==> config.mk <==
export PLATFORM = sky130hd
export DESIGN_NAME = sensor_pulse_frame_decoder
export DESIGN_NICKNAME = d
export VERILOG_FILES = /design/src/hdl/spfd_pkg.sv /design/src/hdl/sensor_pulse_frame_decoder.sv /design/src/hdl/spfd_core.sv
export SDC_FILE = /design/constraint.sdc
export NUM_CORES = 1
export LEC_CHECK = 0
export BUFFER_PORTS_ARGS = -buffer_cell sky130_fd_sc_hd__buf_2
export CORE_MARGIN = 5
export CORE_UTILIZATION = 48
export CTS_CLUSTER_SIZE = 16
export DETAILED_ROUTE_END_ITERATION = 8
export HOLD_SLACK_MARGIN = 0.02
export MAX_ROUTING_LAYER = met4
export PLACE_DENSITY = 0.67
export SYNTH_ARGS = -nofsm -noshare
export SYNTH_HDL_FRONTEND = slang
export SYNTH_HIERARCHICAL = 1
export SYNTH_SLANG_ARGS = --single-unit
==> constraint.sdc <==
create_clock -name clock -period 18.7 [get_ports clock]
set_input_delay 0.935 -clock clock [delete_from_list [all_inputs] [get_ports clock]]
set_output_delay 0.935 -clock clock [all_outputs]
set_load 0.05 [all_outputs]
==> src/hdl/spfd_pkg.sv <==
// ----------------------------------------------------------------------------
// spfd_pkg
// Shared types and constants of the sensor pulse frame decoder.
// ----------------------------------------------------------------------------
package spfd_pkg;

   localparam int FRAME_BITS = 40;
   localparam int COUNT_WIDTH = $clog2(FRAME_BITS + 1);

   localparam logic [15:0] THRESHOLD_RESET = 16'd80;

   typedef enum logic [1:0] {
      CMD_BEGIN = 2'd0,
      CMD_EDGE  = 2'd1,
      CMD_END   = 2'd2
   } command_type;

   typedef enum logic [1:0] {
      STS_VALID      = 2'd0,
      STS_CHECKSUM   = 2'd1,
      STS_INCOMPLETE = 2'd2
   } status_type;

   typedef struct packed {
      logic        valid;
      logic [15:0] humidity;
      logic [15:0] temperature;
      status_type  status;
   } result_type;

endpackage

==> src/hdl/sensor_pulse_frame_decoder.sv <==
// ----------------------------------------------------------------------------
// sensor_pulse_frame_decoder
// Decodes a single-wire sensor frame from edge timestamps into humidity,
// temperature and a status code.
//
// req channel: one item per command (begin frame, edge captured, end of
// window); tuser carries the command, tdata the 32-bit capture time.
// rsp channel: one item when a frame completes (40 bits) or ends early;
// tdata carries humidity and temperature, tuser the status.
// csr channel: writes the 16-bit bit threshold; always ready.
// A req item is held in the input register, its result in the rsp register.
// Throughput: one item per cycle unless rsp stalls, set by the single decode
// stage between the input register and the result register.
// Reset clears the frame, the last valid values and the threshold (to 80).
// While rsp is stalled with a result held, the input register holds its
// item and req_tready falls once it is full.
// ----------------------------------------------------------------------------
module sensor_pulse_frame_decoder (
   input  logic        clock,
   input  logic        reset,
   input  logic        req_tvalid,
   output logic        req_tready,
   input  logic [31:0] req_tdata,   // [31:0] capture_time
   input  logic [1:0]  req_tuser,   // [1:0] command
   output logic        rsp_tvalid,
   input  logic        rsp_tready,
   output logic [31:0] rsp_tdata,   // [15:0] humidity, [31:16] temperature
   output logic [1:0]  rsp_tuser,   // [1:0] status
   input  logic        csr_valid,
   output logic        csr_ready,
   input  logic [15:0] csr_data
);

   logic        s1_valid_ff, s1_valid_in;
   logic [1:0]  s1_cmd_ff;
   logic [31:0] s1_time_ff;
   logic [15:0] threshold_ff, threshold_in;
   logic        rsp_valid_ff, rsp_valid_in;
   logic [31:0] rsp_data_ff;
   logic [1:0]  rsp_user_ff;

   logic        out_free;
   logic        advance;
   logic        take;

   spfd_pkg::result_type result;

   assign out_free   = !rsp_valid_ff || rsp_tready;
   assign advance    = s1_valid_ff && out_free;
   assign req_tready = !s1_valid_ff || advance;
   assign take       = req_tvalid && req_tready;
   assign csr_ready  = 1'b1;

   assign s1_valid_in  = take ? 1'b1 : (advance ? 1'b0 : s1_valid_ff);
   assign threshold_in = csr_valid ? csr_data : threshold_ff;
   assign rsp_valid_in = (advance && result.valid) ? 1'b1 :
                         (rsp_tready ? 1'b0 : rsp_valid_ff);

   spfd_core u_core (
      .clock     (clock),
      .reset     (reset),
      .fire      (advance),
      .cmd       (s1_cmd_ff),
      .ctime     (s1_time_ff),
      .threshold (threshold_ff),
      .result    (result)
   );

   always_ff @(posedge clock) begin
      if (reset) begin
         s1_valid_ff  <= 1'b0;
         rsp_valid_ff <= 1'b0;
         threshold_ff <= spfd_pkg::THRESHOLD_RESET;
      end else begin
         s1_valid_ff  <= s1_valid_in;
         rsp_valid_ff <= rsp_valid_in;
         threshold_ff <= threshold_in;
      end
   end

   always_ff @(posedge clock) begin
      if (take) begin
         s1_cmd_ff  <= req_tuser;
         s1_time_ff <= req_tdata;
      end
      if (advance && result.valid) begin
         rsp_data_ff <= {result.temperature, result.humidity};
         rsp_user_ff <= result.status;
      end
   end

   assign rsp_tvalid = rsp_valid_ff;
   assign rsp_tdata  = rsp_data_ff;
   assign rsp_tuser  = rsp_user_ff;

endmodule

==> src/hdl/spfd_core.sv <==
// ----------------------------------------------------------------------------
// spfd_core
// Frame state and per-item decode: interval, bit shift, sum and checksum.
// ----------------------------------------------------------------------------
module spfd_core (
   input  logic                   clock,
   input  logic                   reset,
   input  logic                   fire,
   input  logic [1:0]             cmd,
   input  logic [31:0]            ctime,
   input  logic [15:0]            threshold,
   output spfd_pkg::result_type   result
);

   localparam int CW = spfd_pkg::COUNT_WIDTH;

   logic [31:0]   prev_ff, prev_in;
   logic          have_ref_ff, have_ref_in;
   logic [CW-1:0] count_ff, count_in;
   logic [31:0]   data_ff, data_in;
   logic [7:0]    check_ff, check_in;
   logic [7:0]    sum_ff, sum_in;
   logic          done_ff, done_in;
   logic [15:0]   hum_ff, hum_in;
   logic [15:0]   temp_ff, temp_in;

   logic [31:0]   interval;
   logic          new_bit;
   logic [CW-1:0] count_inc;
   logic [CW:0]   count_plus;
   logic [14:0]   mag;

   assign interval   = ctime - prev_ff;
   assign new_bit    = (interval >= {16'd0, threshold});
   assign count_inc  = count_ff + CW'(1);
   assign count_plus = {1'b0, count_inc} + (CW+1)'(8);
   assign mag        = data_in[14:0];

   always_comb begin
      prev_in     = prev_ff;
      have_ref_in = have_ref_ff;
      count_in    = count_ff;
      data_in     = data_ff;
      check_in    = check_ff;
      sum_in      = sum_ff;
      done_in     = done_ff;
      hum_in      = hum_ff;
      temp_in     = temp_ff;
      result      = '{valid: 1'b0, humidity: hum_ff, temperature: temp_ff,
                      status: spfd_pkg::STS_VALID};
      if (fire) begin
         case (cmd)
            spfd_pkg::CMD_BEGIN: begin
               prev_in     = '0;
               have_ref_in = 1'b0;
               count_in    = '0;
               data_in     = '0;
               check_in    = '0;
               sum_in      = '0;
               done_in     = 1'b0;
            end
            spfd_pkg::CMD_END: begin
               if (!done_ff) begin
                  done_in       = 1'b1;
                  result.valid  = 1'b1;
                  result.status = spfd_pkg::STS_INCOMPLETE;
               end
            end
            spfd_pkg::CMD_EDGE: begin
               if (!done_ff) begin
                  prev_in = ctime;
                  if (!have_ref_ff) begin
                     have_ref_in = 1'b1;
                  end else begin
                     data_in  = {data_ff[30:0], check_ff[7]};
                     check_in = {check_ff[6:0], new_bit};
                     count_in = count_inc;
                     if (count_inc[2:0] == 3'd0 &&
                         count_plus <= (CW+1)'(spfd_pkg::FRAME_BITS)) begin
                        sum_in = sum_ff + check_in;
                     end
                     if (count_inc >= CW'(spfd_pkg::FRAME_BITS)) begin
                        done_in       = 1'b1;
                        result.valid  = 1'b1;
                        result.status = spfd_pkg::STS_CHECKSUM;
                        if (sum_in == check_in) begin
                           hum_in  = data_in[31:16];
                           temp_in = data_in[15] ? (16'd0 - {1'b0, mag}) : {1'b0, mag};
                           result.status = spfd_pkg::STS_VALID;
                        end
                        result.humidity    = hum_in;
                        result.temperature = temp_in;
                     end
                  end
               end
            end
            default: begin
            end
         endcase
      end
   end

   always_ff @(posedge clock) begin
      if (reset) begin
         prev_ff     <= '0;
         have_ref_ff <= 1'b0;
         count_ff    <= '0;
         data_ff     <= '0;
         check_ff    <= '0;
         sum_ff      <= '0;
         done_ff     <= 1'b0;
         hum_ff      <= '0;
         temp_ff     <= '0;
      end else begin
         prev_ff     <= prev_in;
         have_ref_ff <= have_ref_in;
         count_ff    <= count_in;
         data_ff     <= data_in;
         check_ff    <= check_in;
         sum_ff      <= sum_in;
         done_ff     <= done_in;
         hum_ff      <= hum_in;
         temp_ff     <= temp_in;
      end
   end

endmodule

### After elaboration in Yosys (flattened, before gate mapping)

Index checks and enable logic that the tools add are counted.

* bitwise logic cells: 1
* $mul: 0
* muxes and demuxes: 43
* $add $sub $neg: 5
* divide/modulo/power cells: 0
* shift-type cells: 0
* eq/ne operators: 5
* reduce and logical (&&, ||, !) cells: 18
* order comparisons: 3

Operators by type and width (count)
* 2-to-1 mux 35 bit: 4
* 2-to-1 mux 8 bit: 9
* 2-to-1 mux 32 bit: 2
* case mux 32 bit (2 select lines): 1
* 2-to-1 mux 31 bit: 2
* case mux 31 bit (2 select lines): 1
* 2-to-1 mux 16 bit: 3
* >= comparator 32 x 16 -> 1 bit: 1
* case mux 8 bit (2 select lines): 2
* subtractor 32 bit: 1
* subtractor 1 x 15 -> 16 bit, first input constant: 1
* 2-to-1 mux 15 bit: 1
* 2-to-1 mux 6 bit: 2
* case mux 6 bit (2 select lines): 1
* 2-to-1 mux 1 bit: 10
* adder 8 bit: 1
* equality test 8 bit: 1
* adder 6 x 4 -> 7 bit, second input constant: 1
* less-or-equal comparator 7 x 6 -> 1 bit, second input constant: 1
* adder 6 x 1 -> 6 bit, second input constant: 1
* >= comparator 6 bit, second input constant: 1
* nonzero test 2 bit: 3
* AND reduction 5 bit: 1
* logical AND 1 bit: 4
* other kinds (17): 20

* RAM bits: 0
* bits of input ports: 55
* register bits: 205
* output and inout port bits: 37
* bits in read-only memories: 0
* memories: 0
* bits in latches: 0

### Longest topological paths before layout

* word-level depth: 18
* mapped depth: 36

### By module

Netlist, hierarchy kept.

By module, submodules not included
* spfd_core: cells each 1089, seq. area each 2382.3 um^2, instances 1, area an instance 8550.7 um^2
* sensor_pulse_frame_decoder: cells each 133, seq. area each 2402.3 um^2, instances 1, area an instance 2727.6 um^2

### Worst setup path after synthesis

No wires, ideal clock.

* kind: reg-to-reg
* from: register s1_time_ff[0]
* to: register rsp_data_ff[30] (netlist: rsp_tdata[30]) (data pin)
* path slack: 11312 ps
* arrival time: 7128 ps
* clock period less this slack: 7388 ps
* stages on the path, launching flop included: 36
* path through: edfxtp_1 > inv_1 > ha_1 > fa_1 > and2b_1 > o2111ai_1 > nand2_1 > nand3_1 > and2_1 > o21bai_1 > a21oi_1 > xnor2_1 > ha_1 > a21o_1 > a21oi_1 > o221ai_1 > nand4bb_1 > nor4_1 > nand3_1 > and4b_1 > nand3_1 > ha_1 > fa_1 > a21o_1 > a21oi_1 > nor4b_1 > nor4_1 > o21ai_0 > a211oi_1 > nand3_1 > or3_1 > buf_2 > and2_1 > buf_6 > buf_6 > mux2_4

RTL lines
* start: declaration: line sensor_pulse_frame_decoder.sv:36 `logic [31:0] s1_time_ff;`
* start signal: assignment: line sensor_pulse_frame_decoder.sv:84 `s1_time_ff <= req_tdata;`
* end signal: assignment: line sensor_pulse_frame_decoder.sv:87 `rsp_data_ff <= {result.temperature, result.humidity};`
* end: declaration: line sensor_pulse_frame_decoder.sv:39 `logic [31:0] rsp_data_ff;`

==> results.sh <==
export IMPL_status="complete, no violations"
export IMPL_maxSlewHeadroom_pct=17.7
export IMPL_synth_seq_cells=205
export IMPL_ys_seq_area_share_pct=42.4
export IMPL_power_density_nw_per_um2=85.9
export IMPL_netlist_cell_type_count=86
export IMPL_skew_ns=0.0136
export IMPL_viasPerCell=5.60
export IMPL_syn_nets=1342
export IMPL_p_leak_nw=5.19
export IMPL_cts_resized=0
export IMPL_syn_avg_cell_area_sq_um=9.23
export IMPL_die_width_microns=163
export IMPL_async_flop_share_pct=0
export IMPL_cts_buffers=22
export IMPL_grt_pass1_vias=8292
export IMPL_fin_crit_ns=8.66
export IMPL_ys_flop_type="dfxtp_1"
export IMPL_rsz0062_at_grt="false"
export IMPL_drt_first_pass_iters=4
export IMPL_gp_congestion=0.893
export IMPL_critPathCaptureType="register"
export IMPL_wl_per_cell_microns=15.6
export IMPL_clk_pin_slew_worst_paths_ns=0.06
export IMPL_vias=8996
export IMPL_grt_pass1_wl_mm=41.5
export IMPL_nNetsFinal=1391
export IMPL_hold_buffers=0
export IMPL_ir_worst_vdd_v=0.0000729
export IMPL_final_cell_mix="dfxtp_1 (137), nor2_1 (134), nand2_1 (95)"
export IMPL_hold_class="reg2reg"
export IMPL_tightest_slew_ns=1.23
export IMPL_min_from="u_core/temp_ff[4]"
export IMPL_final_common_cell="dfxtp_1"
export IMPL_drcViolationCount=0
export IMPL_rows=56
export IMPL_synth_edff_count=68
export IMPL_dieArea_sq_um=26700
export IMPL_grt_start_max_net_pins=79
export IMPL_syn_area_sq_um=11300
export IMPL_max_freq_ghz=0.116
export IMPL_critPathArrivalTime_ns=8.91
export IMPL_drt_iter0_drc=621
export IMPL_cts_sinks=205
export IMPL_num_io_pins=92
export IMPL_start_kind="register"
export IMPL_htreeDepth=1
export IMPL_max_stage_delay_ns=0.77
export IMPL_path_class="reg2reg"
export IMPL_num_antenna_cells=0
export IMPL_setup_viol=0
export IMPL_clk_latency_ns=0.51
export IMPL_crit_start="s1_time_ff[0]"
export IMPL_required_ns=18.95
export IMPL_placed_cell_area_sq_um=11900
export IMPL_cp_max_fo=27
export IMPL_area_delta_synth_final_pct=12.2
export IMPL_cap_violations=0
export IMPL_die_y_microns=163
export IMPL_cts_tree="done"
export IMPL_cts_setup_buffers=0
export IMPL_fin_crit_sh_pct=46.3
export IMPL_hold_viol=0
export IMPL_setup_tns_final_ns=0
export IMPL_portBuffers=90
export IMPL_initial_core_util_pct=48.3
export IMPL_cts_root_buf="clkbuf_16"
export IMPL_crit_path_frequent_cell="nand3_1"
export IMPL_hpwl_mm=17.9
export IMPL_timing_rr_start="s1_time_ff[0]"
export IMPL_slowest_stage="and2_1"
export IMPL_placeableCoreArea_sq_um=23300
export IMPL_max_clock_path_buffers=3
export IMPL_fin_area_sq_um=12600
export IMPL_grt_usage_pct=19.1
export IMPL_yosys_warnings=6
export IMPL_slew_viol_final=0
export IMPL_syn_inst=1222
export IMPL_drt_total_wl_mm=25.0
export IMPL_drive_gt1_share_pct=12.7
export IMPL_ant_nets=0
export IMPL_grt_overflow_total=0
export IMPL_antenna_found_initial=0
## cells by family (layout without fill, tap and decap cells)
logic type	count (synthesis)	after routing	share of synthesized area, %
AND/OR/NAND/NOR	384	384	16.0
AO/OA/AOI/OAI	328	328	20.5
flip-flops	205	205	42.4
buffers and inverters	144	209	5.49
adder cells (fa/ha/maj)	65	65	7.34
XOR/XNOR	54	54	4.32
multiplexers	41	41	3.83
other	1	1	0.0332
## power breakdown
part	internal (W)	leakage, nW	switching [W]
clock network	0.000291	0.378	0.000174
logic	0.0000585	2.98	0.0000881
registers	0.000470	1.83	0.00000610
total	0.000819	5.19	0.000268
## per-layer routing
| metal | vias up | global-route usage (%) | share of wire, % |
|---|---|---|---|
| met2 | 179 | 30.9 | 47 |
| met3 | 34 | 2.30 | 4.0 |
| met4 | 0 | 4.65 | 2.4 |
| met5 | - | - | 0 |
| li1 | 4535 | - | - |
| met1 | 4248 | 25.7 | 47 |
## cells in the mapped netlist (16+ instances only)
library cell	n	area [sq um]
xor2_1	19	166
inv_1	70	263
nand2b_1	18	113
edfxtp_1	68	2040
xnor2_1	34	298
o21ai_0	33	165
o2111ai_1	29	254
a21oi_1	82	410
nand2_1	95	357
o21a_1	16	120
nand3_1	48	240
dfxtp_1	137	2740
a22oi_1	80	601
nor2_1	134	503
mux2i_1	30	300
clkbuf_1	52	195
ha_1	63	788
## stage by stage
step	utilization, %	hold slack (ns)	instances	total power (W)	setup WS, ns
6_report	54.2	0.472	1606	0.00109	10.05
5_1_grt	54.2	0.492	1606	0.00114	9.39
3_5_place_dp	50.9	0.464	1566	0.000630	10.15
2_1_floorplan	-	0.448	1222	0.000595	11.31
3_3_place_gp	50.9	0.458	1566	0.000628	10.36
4_1_cts	54.2	0.472	1606	0.00110	10.09
## critical path: cells and delay by family (launching register included)
| kind | cells | cell delay (ns) |
|---|---|---|
| compound gates | 10 | 1.69 |
| xor+xnor | 1 | 0.18 |
| fa+ha+maj | 5 | 1.52 |
| simple gates | 15 | 3.96 |
| buf+inv | 2 | 0.32 |
| flops | 1 | 0.35 |
| mux | 1 | 0.39 |
## worst paths after layout
kind	endpoint	slack, ns	cells past startpoint
max reg2reg	rsp_tdata[25]	10.05	34
max	rsp_tdata[25]	10.05	34
min reg2reg	u_core/temp_ff[4]	0.47	2
min	u_core/temp_ff[4]	0.47	2
## registers in the layout (all words and copies together) (netlist names), 2 cells and up
signal and cells:
rsp_tdata 32, s1_time_ff 32, u_core/prev_ff 32, u_core/data_ff 31, threshold_ff 16, u_core/hum_ff 16
u_core/temp_ff 16, u_core/check_ff 8, u_core/sum_ff 8, u_core/count_ff 6, rsp_tuser 2, s1_cmd_ff 2
## final cells by class
cell class                 instances  area, sq um
clock buffer                      29          587
clock inverter                    11          193
fill                            2174        10700
inverter                          70          263
multi-input combinational        873         5900
sequential                       205         4780
tap                              319          399
timing repair buffer              99          520
(Power assumes the default switching activity.)
